## src/design/iva_pkg.sv

```systemverilog
// Shared widths, mode codes and controller/datapath interface types for the aggregator.
package iva_pkg;

   localparam int COUNT_WIDTH   = 16;
   localparam int SUM_WIDTH     = 64;
   localparam int POS_WIDTH     = 31;
   localparam int VALUE_WIDTH   = 32;
   localparam int MODE_WIDTH    = 2;
   localparam int SEEN_WIDTH    = 2;
   localparam int PROD_WIDTH    = VALUE_WIDTH + COUNT_WIDTH + 1;
   localparam int ACC_WIDTH     = ((SUM_WIDTH > PROD_WIDTH) ? SUM_WIDTH : PROD_WIDTH) + 1;
   localparam int CMP_WIDTH     = (POS_WIDTH > COUNT_WIDTH) ? POS_WIDTH : COUNT_WIDTH;
   localparam int DIV_CNT_WIDTH = $clog2(SUM_WIDTH);

   localparam logic [MODE_WIDTH-1:0] MODE_MAX  = 2'd0;
   localparam logic [MODE_WIDTH-1:0] MODE_MIN  = 2'd1;
   localparam logic [MODE_WIDTH-1:0] MODE_AVG  = 2'd2;
   localparam logic [MODE_WIDTH-1:0] MODE_NONE = 2'd3;

   localparam logic [SEEN_WIDTH-1:0] SEEN_ONE = 2'd1;
   localparam logic [SEEN_WIDTH-1:0] SEEN_SAT = 2'd2;

   localparam logic signed [VALUE_WIDTH-1:0] VALUE_MAX = {1'b0, {(VALUE_WIDTH-1){1'b1}}};
   localparam logic signed [VALUE_WIDTH-1:0] VALUE_MIN = {1'b1, {(VALUE_WIDTH-1){1'b0}}};
   localparam logic signed [SUM_WIDTH-1:0]   SUM_MAX   = {1'b0, {(SUM_WIDTH-1){1'b1}}};
   localparam logic signed [SUM_WIDTH-1:0]   SUM_MIN   = {1'b1, {(SUM_WIDTH-1){1'b0}}};

   typedef struct packed {
      logic capture;
      logic span;
      logic clip;
      logic mul;
      logic acc;
      logic div_start;
      logic div_step;
      logic load_rsp;
   } cmd_type;

   typedef struct packed {
      logic last;
      logic needs_div;
      logic div_done;
   } status_type;

endpackage

```

## src/design/iva_divider.sv

```systemverilog
// Bit-serial signed divider: one quotient bit per step, truncation toward zero.
module iva_divider
   import iva_pkg::*;
(
   input  logic                          clock,
   input  logic                          start,
   input  logic                          step,
   input  logic signed [SUM_WIDTH-1:0]   dividend,
   input  logic        [COUNT_WIDTH-1:0] divisor,
   output logic signed [VALUE_WIDTH-1:0] quotient,
   output logic                          done
);

   logic                     neg_ff, neg_in;
   logic [SUM_WIDTH-1:0]     quo_ff, quo_in;
   logic [COUNT_WIDTH-1:0]   rem_ff, rem_in;
   logic [DIV_CNT_WIDTH-1:0] cnt_ff, cnt_in;
   logic [COUNT_WIDTH:0]     trial;
   logic [COUNT_WIDTH:0]     diff;
   logic                     ge;
   logic [VALUE_WIDTH-1:0]   low;

   always_comb begin
      trial  = {rem_ff, quo_ff[SUM_WIDTH-1]};
      diff   = trial - {1'b0, divisor};
      ge     = trial >= {1'b0, divisor};
      neg_in = neg_ff;
      quo_in = quo_ff;
      rem_in = rem_ff;
      cnt_in = cnt_ff;
      if (start) begin
         neg_in = dividend[SUM_WIDTH-1];
         quo_in = dividend[SUM_WIDTH-1] ? -dividend : dividend;
         rem_in = '0;
         cnt_in = DIV_CNT_WIDTH'(SUM_WIDTH - 1);
      end else if (step) begin
         quo_in = {quo_ff[SUM_WIDTH-2:0], ge};
         rem_in = ge ? diff[COUNT_WIDTH-1:0] : trial[COUNT_WIDTH-1:0];
         cnt_in = cnt_ff - DIV_CNT_WIDTH'(1);
      end
   end

   always_ff @(posedge clock) begin
      neg_ff <= neg_in;
      quo_ff <= quo_in;
      rem_ff <= rem_in;
      cnt_ff <= cnt_in;
   end

   // Low bits of the negated quotient depend only on the low bits of the magnitude.
   assign low      = quo_ff[VALUE_WIDTH-1:0];
   assign quotient = neg_ff ? $signed(-low) : $signed(low);
   assign done     = (cnt_ff == '0);

endmodule

```

## src/design/iva_datapath.sv

```systemverilog
// Datapath: overlap weight, running max/min, weighted sum, count, divider and result register.
module iva_datapath
   import iva_pkg::*;
(
   input  logic                          clock,
   input  logic                          reset,
   input  cmd_type                       cmd,
   output status_type                    status,
   input  logic        [POS_WIDTH-1:0]   req_interval_start,
   input  logic        [POS_WIDTH-1:0]   req_interval_end,
   input  logic signed [VALUE_WIDTH-1:0] req_score,
   input  logic        [POS_WIDTH-1:0]   req_region_start,
   input  logic        [POS_WIDTH-1:0]   req_region_end,
   input  logic                          req_last_interval,
   input  logic                          csr_write_enable,
   input  logic        [MODE_WIDTH-1:0]  csr_write_data,
   output logic                          rsp_has_value,
   output logic signed [VALUE_WIDTH-1:0] rsp_summary_value
);

   logic [POS_WIDTH-1:0]          istart_ff, iend_ff, rstart_ff, rend_ff;
   logic signed [VALUE_WIDTH-1:0] score_ff;
   logic                          last_ff;
   logic [MODE_WIDTH-1:0]         mode_ff;

   logic [SEEN_WIDTH-1:0]         seen_ff, seen_in;
   logic signed [VALUE_WIDTH-1:0] first_ff, first_in;
   logic signed [VALUE_WIDTH-1:0] max_ff, max_in;
   logic signed [VALUE_WIDTH-1:0] min_ff, min_in;
   logic signed [SUM_WIDTH-1:0]   sum_ff, sum_in;
   logic [COUNT_WIDTH-1:0]        count_ff, count_in;

   logic [POS_WIDTH-1:0]          overlap_ff, overlap_in;
   logic [COUNT_WIDTH-1:0]        weight_ff, weight_in;
   logic signed [PROD_WIDTH-1:0]  prod_ff, prod_in;

   logic                          has_ff, has_in;
   logic signed [VALUE_WIDTH-1:0] value_ff, value_in;

   logic [POS_WIDTH:0]            start_plus_one;
   logic [POS_WIDTH-1:0]          lo_pos, hi_pos;
   logic [COUNT_WIDTH-1:0]        room;
   logic [CMP_WIDTH-1:0]          overlap_ext, room_ext;
   logic signed [ACC_WIDTH-1:0]   total;
   logic [ACC_WIDTH-SUM_WIDTH:0]  total_top;
   logic signed [VALUE_WIDTH-1:0] div_quotient;
   logic                          div_done;

   iva_divider u_divider (
      .clock    (clock),
      .start    (cmd.div_start),
      .step     (cmd.div_step),
      .dividend (sum_ff),
      .divisor  (count_ff),
      .quotient (div_quotient),
      .done     (div_done)
   );

   // Overlap of the interval with the region; a unit interval always weighs one.
   always_comb begin
      start_plus_one = {1'b0, istart_ff} + {{POS_WIDTH{1'b0}}, 1'b1};
      lo_pos = (istart_ff > rstart_ff) ? istart_ff : rstart_ff;
      hi_pos = (iend_ff < rend_ff) ? iend_ff : rend_ff;
      if (start_plus_one == {1'b0, iend_ff}) begin
         overlap_in = POS_WIDTH'(1);
      end else if (hi_pos > lo_pos) begin
         overlap_in = hi_pos - lo_pos;
      end else begin
         overlap_in = '0;
      end
   end

   // The count saturates at all ones, so the headroom is its complement.
   always_comb begin
      room        = ~count_ff;
      overlap_ext = CMP_WIDTH'(overlap_ff);
      room_ext    = CMP_WIDTH'(room);
      weight_in   = (overlap_ext > room_ext) ? room : overlap_ext[COUNT_WIDTH-1:0];
   end

   assign prod_in = score_ff * $signed({1'b0, weight_ff});

   always_comb begin
      total     = {{(ACC_WIDTH-SUM_WIDTH){sum_ff[SUM_WIDTH-1]}}, sum_ff}
                + {{(ACC_WIDTH-PROD_WIDTH){prod_ff[PROD_WIDTH-1]}}, prod_ff};
      total_top = total[ACC_WIDTH-1:SUM_WIDTH-1];
   end

   always_comb begin
      seen_in  = seen_ff;
      first_in = first_ff;
      max_in   = max_ff;
      min_in   = min_ff;
      count_in = count_ff;
      sum_in   = sum_ff;
      if (cmd.load_rsp) begin
         seen_in  = '0;
         first_in = '0;
         max_in   = VALUE_MIN;
         min_in   = VALUE_MAX;
         count_in = '0;
         sum_in   = '0;
      end else begin
         if (cmd.span) begin
            if (seen_ff == '0) begin
               first_in = score_ff;
            end
            if (seen_ff != SEEN_SAT) begin
               seen_in = seen_ff + SEEN_WIDTH'(1);
            end
            if (score_ff > max_ff) begin
               max_in = score_ff;
            end
            if (score_ff < min_ff) begin
               min_in = score_ff;
            end
         end
         if (cmd.clip) begin
            count_in = count_ff + weight_in;
         end
         if (cmd.acc) begin
            if ((&total_top) || !(|total_top)) begin
               sum_in = total[SUM_WIDTH-1:0];
            end else if (total[ACC_WIDTH-1]) begin
               sum_in = SUM_MIN;
            end else begin
               sum_in = SUM_MAX;
            end
         end
      end
   end

   always_comb begin
      has_in   = 1'b0;
      value_in = '0;
      if (seen_ff == SEEN_ONE) begin
         has_in   = 1'b1;
         value_in = first_ff;
      end else begin
         unique case (mode_ff)
            MODE_MAX: begin
               has_in   = 1'b1;
               value_in = max_ff;
            end
            MODE_MIN: begin
               has_in   = 1'b1;
               value_in = min_ff;
            end
            MODE_AVG: begin
               if (count_ff != '0) begin
                  has_in   = 1'b1;
                  value_in = div_quotient;
               end
            end
            MODE_NONE: begin
               has_in   = 1'b0;
            end
            default: begin
               has_in   = 1'b0;
            end
         endcase
      end
   end

   always_ff @(posedge clock) begin
      if (reset) begin
         mode_ff  <= MODE_MAX;
         seen_ff  <= '0;
         first_ff <= '0;
         max_ff   <= VALUE_MIN;
         min_ff   <= VALUE_MAX;
         count_ff <= '0;
         sum_ff   <= '0;
      end else begin
         if (csr_write_enable) begin
            mode_ff <= csr_write_data;
         end
         seen_ff  <= seen_in;
         first_ff <= first_in;
         max_ff   <= max_in;
         min_ff   <= min_in;
         count_ff <= count_in;
         sum_ff   <= sum_in;
      end
   end

   always_ff @(posedge clock) begin
      if (cmd.capture) begin
         istart_ff <= req_interval_start;
         iend_ff   <= req_interval_end;
         score_ff  <= req_score;
         rstart_ff <= req_region_start;
         rend_ff   <= req_region_end;
         last_ff   <= req_last_interval;
      end
      if (cmd.span) begin
         overlap_ff <= overlap_in;
      end
      if (cmd.clip) begin
         weight_ff <= weight_in;
      end
      if (cmd.mul) begin
         prod_ff <= prod_in;
      end
      if (cmd.load_rsp) begin
         has_ff   <= has_in;
         value_ff <= value_in;
      end
   end

   assign status.last      = last_ff;
   assign status.needs_div = (seen_ff != SEEN_ONE) && (mode_ff == MODE_AVG) && (count_ff != '0);
   assign status.div_done  = div_done;

   assign rsp_has_value     = has_ff;
   assign rsp_summary_value = value_ff;

endmodule

```

## src/design/iva_controller.sv

```systemverilog
// Controller: sequences one item through the datapath and owns both handshakes.
module iva_controller
   import iva_pkg::*;
(
   input  logic       clock,
   input  logic       reset,
   input  logic       req_valid,
   output logic       req_ready,
   output logic       rsp_valid,
   input  logic       rsp_ready,
   output cmd_type    cmd,
   input  status_type status
);

   localparam logic [2:0] ST_IDLE   = 3'd0;
   localparam logic [2:0] ST_SPAN   = 3'd1;
   localparam logic [2:0] ST_CLIP   = 3'd2;
   localparam logic [2:0] ST_MUL    = 3'd3;
   localparam logic [2:0] ST_ACC    = 3'd4;
   localparam logic [2:0] ST_DINIT  = 3'd5;
   localparam logic [2:0] ST_DIV    = 3'd6;
   localparam logic [2:0] ST_RESULT = 3'd7;

   logic [2:0] state_ff, state_in;
   logic       rsp_valid_ff, rsp_valid_in;
   logic       rsp_free;

   assign rsp_free = !rsp_valid_ff || rsp_ready;

   always_comb begin
      state_in     = state_ff;
      req_ready    = 1'b0;
      cmd          = '0;
      rsp_valid_in = rsp_valid_ff && !rsp_ready;
      unique case (state_ff)
         ST_IDLE: begin
            req_ready = 1'b1;
            if (req_valid) begin
               state_in = ST_SPAN;
            end
         end
         ST_SPAN: begin
            cmd.span = 1'b1;
            state_in = ST_CLIP;
         end
         ST_CLIP: begin
            cmd.clip = 1'b1;
            state_in = ST_MUL;
         end
         ST_MUL: begin
            cmd.mul  = 1'b1;
            state_in = ST_ACC;
         end
         ST_ACC: begin
            cmd.acc = 1'b1;
            if (!status.last) begin
               req_ready = 1'b1;
               state_in  = req_valid ? ST_SPAN : ST_IDLE;
            end else if (status.needs_div) begin
               state_in = ST_DINIT;
            end else begin
               state_in = ST_RESULT;
            end
         end
         ST_DINIT: begin
            cmd.div_start = 1'b1;
            state_in      = ST_DIV;
         end
         ST_DIV: begin
            cmd.div_step = 1'b1;
            if (status.div_done) begin
               state_in = ST_RESULT;
            end
         end
         ST_RESULT: begin
            if (rsp_free) begin
               cmd.load_rsp = 1'b1;
               rsp_valid_in = 1'b1;
               state_in     = ST_IDLE;
            end
         end
         default: begin
            state_in = ST_IDLE;
         end
      endcase
      cmd.capture = req_valid && req_ready;
   end

   always_ff @(posedge clock) begin
      if (reset) begin
         state_ff     <= ST_IDLE;
         rsp_valid_ff <= 1'b0;
      end else begin
         state_ff     <= state_in;
         rsp_valid_ff <= rsp_valid_in;
      end
   end

   assign rsp_valid = rsp_valid_ff;

endmodule

```

## src/design/interval_value_aggregator_unit.sv

```systemverilog
// Top level of the interval value aggregator: controller plus datapath.
//
// Each req beat carries one scored interval of a group that overlaps a query
// region; the beat with req_last_interval set closes the group and produces
// exactly one rsp beat (has_value, summary_value). Other beats produce none.
// The mode register (max, min, overlap-weighted average or no value) is to be written
// by the user through csr_write_enable/csr_write_data only while the block is idle;
// the block does not enforce this. Each interval passes the overlap, clip, multiply
// and saturating accumulate steps in turn; the next beat is taken in the accumulate
// step of the previous one unless that one closes its group.
// After the closing req beat is accepted it passes the span, clip, multiply and
// accumulate steps and, when an average is divided, a divider start and the
// bit-serial divider, which retires one quotient bit per cycle, before rsp is loaded.
// Reset (synchronous, active high) sets mode to max, clears the group state
// and drops rsp_valid.
// A finished result sits in the output register; the block keeps taking the
// next group's intervals while the receiver stalls, and only waits if a new
// result is ready before the old one was taken.
module interval_value_aggregator_unit
   import iva_pkg::*;
(
   input  logic                          clock,
   input  logic                          reset,
   input  logic                          req_valid,
   output logic                          req_ready,
   input  logic        [POS_WIDTH-1:0]   req_interval_start,
   input  logic        [POS_WIDTH-1:0]   req_interval_end,
   input  logic signed [VALUE_WIDTH-1:0] req_score,
   input  logic        [POS_WIDTH-1:0]   req_region_start,
   input  logic        [POS_WIDTH-1:0]   req_region_end,
   input  logic                          req_last_interval,
   output logic                          rsp_valid,
   input  logic                          rsp_ready,
   output logic                          rsp_has_value,
   output logic signed [VALUE_WIDTH-1:0] rsp_summary_value,
   input  logic                          csr_write_enable,
   input  logic        [MODE_WIDTH-1:0]  csr_write_data
);

   // Commands flow from the controller, status flows back.
   cmd_type    cmd;
   status_type status;

   iva_controller u_controller (
      .clock     (clock),
      .reset     (reset),
      .req_valid (req_valid),
      .req_ready (req_ready),
      .rsp_valid (rsp_valid),
      .rsp_ready (rsp_ready),
      .cmd       (cmd),
      .status    (status)
   );

   iva_datapath u_datapath (
      .clock              (clock),
      .reset              (reset),
      .cmd                (cmd),
      .status             (status),
      .req_interval_start (req_interval_start),
      .req_interval_end   (req_interval_end),
      .req_score          (req_score),
      .req_region_start   (req_region_start),
      .req_region_end     (req_region_end),
      .req_last_interval  (req_last_interval),
      .csr_write_enable   (csr_write_enable),
      .csr_write_data     (csr_write_data),
      .rsp_has_value      (rsp_has_value),
      .rsp_summary_value  (rsp_summary_value)
   );

endmodule
```

## config.mk

```make
export PLATFORM = sky130hd
export DESIGN_NAME = interval_value_aggregator_unit
export DESIGN_NICKNAME = d
export VERILOG_FILES = /design/src/design/iva_pkg.sv /design/src/design/iva_divider.sv /design/src/design/iva_datapath.sv /design/src/design/iva_controller.sv /design/src/design/interval_value_aggregator_unit.sv
export SDC_FILE = /design/constraint.sdc
export NUM_CORES = 2
export LEC_CHECK = 0
export ABC_AREA = 1
export BUFFER_PORTS_ARGS = -buffer_cell sky130_fd_sc_hd__buf_4
export CORE_ASPECT_RATIO = 0.9
export CORE_MARGIN = 2
export CORE_UTILIZATION = 55
export DETAILED_ROUTE_END_ITERATION = 8
export PLACE_DENSITY = 0.72
export SLEW_MARGIN = 20
export SYNTH_ARGS = -nofsm -noshare
export SYNTH_HDL_FRONTEND = slang
export SYNTH_SLANG_ARGS = --single-unit
```

## constraint.sdc

```tcl
create_clock -name clock -period 21.2 [get_ports clock]
set_input_delay 3.18 -clock clock [delete_from_list [all_inputs] [get_ports clock]]
set_output_delay 3.18 -clock clock [all_outputs]
set_load 0.02 [all_outputs]
```

==> summary.md <==
The run finished with clean final reports. For the max-slew violation count, the log shows 0. Overall die height: 305.0 microns.

The library cells used most frequently in the layout, excluding fill and tap cells, are 1,753 x sky130_fd_sc_hd__nand2_1, 1,438 x sky130_fd_sc_hd__inv_1, 508 x sky130_fd_sc_hd__nor2_1. The floorplan step set the die width to 338.4 microns. The count of flip-flops with a built-in enable after synthesis works out to 351. By area, the combinational part of the netlist is dominated by adder cells. Setup violations remaining at the end of the flow were counted as 0. The maximum fanout along the worst path came out at 19.

Area share of and/or/nand/nor cells after synthesis: 0.2065. Ranked by total cell area, the synthesized netlist is headed by sky130_fd_sc_hd__edfxtp_1 19%, sky130_fd_sc_hd__fa_1 18%, sky130_fd_sc_hd__nand2_1 12%. The final-layout fill cell count is 9,088. The library cell used most frequently in the layout, excluding fill and tap cells, is sky130_fd_sc_hd__nand2_1. The run gives 0.2649 as the part of the Yosys area used for sequential elements. The prevailing post-synth register cell was sky130_fd_sc_hd__edfxtp_1.

The net count of the finished layout is 8,320. Max-slew headroom at the worst pin: 0.2586. The count of vias placed by the detailed router came out at 48,140. After the first detailed-routing iteration, the DRC count stood at 4,593.

The row count was 110. The total standard cell area after synthesis came out at 55,360 sq um. Summed over all layers, the global routing overflow is 0. The core region is 99,920 sq um. The xor and xnor fraction of the mapped netlist area is 0.03872, and the antenna diode instance count is 0.

From synthesis to final layout, the design area changed by 8.578%. 199 I/O pins were placed. First-pass GRT wire length: 262.4 mm. The area fraction in compound gates after synthesis was 0.1068.

The setup path with the least slack is of type reg -> reg. The via count of the first global-routing pass is 46,990, and the sum of negative setup slack is 0 ps. For the hold violation count in the final report, the log shows 0.

The flip-flop and latch count after synthesis was 557; the clock transition at the registers of the reported paths was 70 ps. In the routed design, unresolved DRC markers number 0. The run gives 0 as the count of antenna-violating nets left after detailed routing. The run gives 2 as the number of antenna violations at the first check in global routing.

Synthesis produced a netlist with a net count of 8,239. The biggest area consumer among synthesized cells was sky130_fd_sc_hd__edfxtp_1. The logs give 21,590 ps for the data required time of the critical path and 7,191 for the post-synthesis cell count. The logs give 6 for the number of detailed-routing iterations run before antenna repair and 76.30 ps for the clock skew.

The mean number of vias per cell is 5.555, and the count of unique library cells instantiated by Yosys is 63. The share of cell area taken by muxes after synthesis was 0. The hold path endpoint was u_datapath.u_divider.rem_ff[11]. The async set-reset flop share out of synthesis is 0. The run gives 0.3236 as the global-route usage over all layers. TritonCTS built the clock tree.

The fraction of final layout cells sized beyond drive strength 1 was 0.06568. Setup repair after global routing left no endpoint under its margin. In this run the critical register-to-register path is captured at u_datapath.prod_ff[48]. The part of the cycle the worst path needs works out to 0.3292. The number of instances resized during post-cts repair was 0.

The most critical setup path has its startpoint at u_datapath.weight_ff[4]. STA classifies the critical path endpoint as a register. Across the run, the number of max-cap violations was 0. The tools report the startpoint type of the worst setup path as a register. Clock sink count: 557. Placer congestion estimate: 0.9604. After detailed routing, the average wire length per cell comes to 19.35 microns. The die covers 103,200 sq um. The hold path startpoint was u_datapath.u_divider.rem_ff[11].

The number of cells on the worst reg-to-reg path is 19, and the worst reg-to-reg setup slack is 14,220 ps. The share of the synthesized area in the top cell type came out at 0.1904. The tools report the reg-to-reg startpoint as u_datapath.weight_ff[4]. CTS placed an instance of sky130_fd_sc_hd__clkbuf_16 at the clock tree root. In this run the post-CTS setup repair buffer count came out at 0. The buffer depth of the longest clock path was 3; the number of hold-repair buffers added at the cts stage was 0. The HPWL reported at the end of detailed placement came out at 133.3 mm.

The effective utilization at floorplan is 0.5540, and the data arrival time of the worst path is 7370 ps. Yosys printed 0 warnings. In this run the tool buffered the top-level ports with 198 buffer cells. Entering global routing, the biggest net connects 104 pins.

Along the worst hold path, the cell count comes to 2. The number of CTS-inserted buffers is 60, and the highest attainable clock frequency is 143.3 MHz. The mean post-synth cell area works out to 7.698 sq um. The overall routed net length came out at 167.7 mm. The fraction of the mapped netlist area in adder cells is 0.2667, and the transition time of the tightest slew-check pin is 1112 ps. The classification of the worst-slack hold path is reg -> reg. The H-tree was split into 2 levels. The shortest period the worst path allows was 6978 ps. The tools report the clock network latency to the later pin of the worst-skew pair as 710 ps.
==> worst max-delay path by stage <==
stage	endpoint	slack (ps)	depth (start not counted)
after global routing	u_datapath.prod_ff[48]	13820	19
after global placement	u_datapath.prod_ff[47]	14300	18
after floorplan	u_datapath.iend_ff[0]	10800	2
final	u_datapath.prod_ff[48]	14220	19
after detailed placement	u_datapath.prod_ff[47]	14270	18
after CTS	u_datapath.prod_ff[47]	14230	18
==> per-stage QoR <==
step                      utilization  cells  setup slack [ps]  hold WS (ps)  cell area, sq um
after global routing           0.6015   8667             13820         492.8             60110
after global placement         0.5807   8554             14300         453.7             58030
final                          0.6015   8667             14220         475.6             60110
after floorplan                     -   7191             10800         429.1             55360
after detailed placement       0.5807   8554             14270         462.0             58030
after CTS                      0.6015   8667             14230         477.9             60110
==> registers in the layout (all words and copies together) (netlist names), 6 cells and up <==
register,count
u_datapath.score_ff,32
u_datapath.rend_ff,31
u_datapath.prod_ff,49
u_datapath.u_divider.cnt_ff,6
u_datapath.overlap_ext,31
u_datapath.min_ff,32
u_datapath.weight_ff,16
u_datapath.rstart_ff,31
u_datapath.sum_ff,64
u_datapath.count_ff,16
u_datapath.rsp_summary_value,32
u_datapath.u_divider.quo_ff,64
u_datapath.u_divider.rem_ff,16
u_datapath.first_ff,32
u_datapath.istart_ff,31
u_datapath.iend_ff,31
u_datapath.max_ff,32
==> worst max-delay path, stage by stage (launching register included) <==
cell	delay, ps
sky130_fd_sc_hd__edfxtp_1	730
sky130_fd_sc_hd__buf_4	360
sky130_fd_sc_hd__nand2_1	120
sky130_fd_sc_hd__fa_1	730
sky130_fd_sc_hd__inv_1	130
sky130_fd_sc_hd__fa_1	870
sky130_fd_sc_hd__inv_1	130
sky130_fd_sc_hd__fa_1	540
sky130_fd_sc_hd__fa_1	440
sky130_fd_sc_hd__fa_1	510
sky130_fd_sc_hd__fa_1	550
sky130_fd_sc_hd__inv_1	50
sky130_fd_sc_hd__ha_1	380
sky130_fd_sc_hd__nand2_1	140
sky130_fd_sc_hd__nor3_1	300
sky130_fd_sc_hd__nand2_1	110
sky130_fd_sc_hd__nor4_1	290
sky130_fd_sc_hd__nand3_1	130
sky130_fd_sc_hd__nand3_1	110
sky130_fd_sc_hd__xor2_1	70
==> metal layers <==
layer,global-route usage,vias to the layer above,wire [microns]
met5,0,-,13
met4,0.1034,2,5586
met3,0.07173,298,17930
met2,0.4827,2255,70550
met1,0.4677,22800,73610
li1,-,22790,-
==> synth_stat cells (7+ instances only) <==
cell type	n
sky130_fd_sc_hd__a21boi_0	7
sky130_fd_sc_hd__a21o_1	25
sky130_fd_sc_hd__a21oi_1	403
sky130_fd_sc_hd__a21oi_2	34
sky130_fd_sc_hd__a31oi_1	28
sky130_fd_sc_hd__and3_1	9
sky130_fd_sc_hd__buf_2	11
sky130_fd_sc_hd__buf_6	11
sky130_fd_sc_hd__clkbuf_1	210
sky130_fd_sc_hd__dfxtp_1	206
sky130_fd_sc_hd__edfxtp_1	351
sky130_fd_sc_hd__fa_1	493
sky130_fd_sc_hd__ha_1	391
sky130_fd_sc_hd__inv_1	1438
sky130_fd_sc_hd__nand2_1	1754
sky130_fd_sc_hd__nand2_2	7
sky130_fd_sc_hd__nand3_1	210
sky130_fd_sc_hd__nand3b_1	15
sky130_fd_sc_hd__nand4_1	86
sky130_fd_sc_hd__nor2_1	514
sky130_fd_sc_hd__nor2_2	42
sky130_fd_sc_hd__nor3_1	63
sky130_fd_sc_hd__nor4_1	32
sky130_fd_sc_hd__o211ai_1	52
sky130_fd_sc_hd__o21a_1	11
sky130_fd_sc_hd__o21ai_0	400
sky130_fd_sc_hd__o21bai_1	34
sky130_fd_sc_hd__o221ai_1	20
sky130_fd_sc_hd__o22ai_1	7
sky130_fd_sc_hd__o31ai_1	8
sky130_fd_sc_hd__or2_2	10
sky130_fd_sc_hd__xnor2_1	79
sky130_fd_sc_hd__xor2_1	158
==> kinds of logic after synthesis <==
family,count (synthesis)
AND/OR/NAND/NOR,2772
buffers and inverters,1686
AO/OA/AOI/OAI,1052
adder cells (fa/ha/maj),884
flip-flops,557
XOR/XNOR,240
==> area by class of cell <==
| class | count | area, sq um | share of cell area |
|---|---|---|---|
| clock buffers | 74 | 1617 | 0.02690 |
| clock inverters | 39 | 460.4 | 0.007661 |
| inverters | 1446 | 5430 | 0.09035 |
| multi-input cells | 4948 | 34310 | 0.5708 |
| flip-flops and latches | 557 | 14660 | 0.2440 |
| well taps | 1344 | 1682 | 0.02798 |
| repair buffers | 259 | 1944 | 0.03235 |
Power is left out: the tool's default activity adds up to more than one toggle a clock period on the data nets, which glitch-free logic cannot reach.
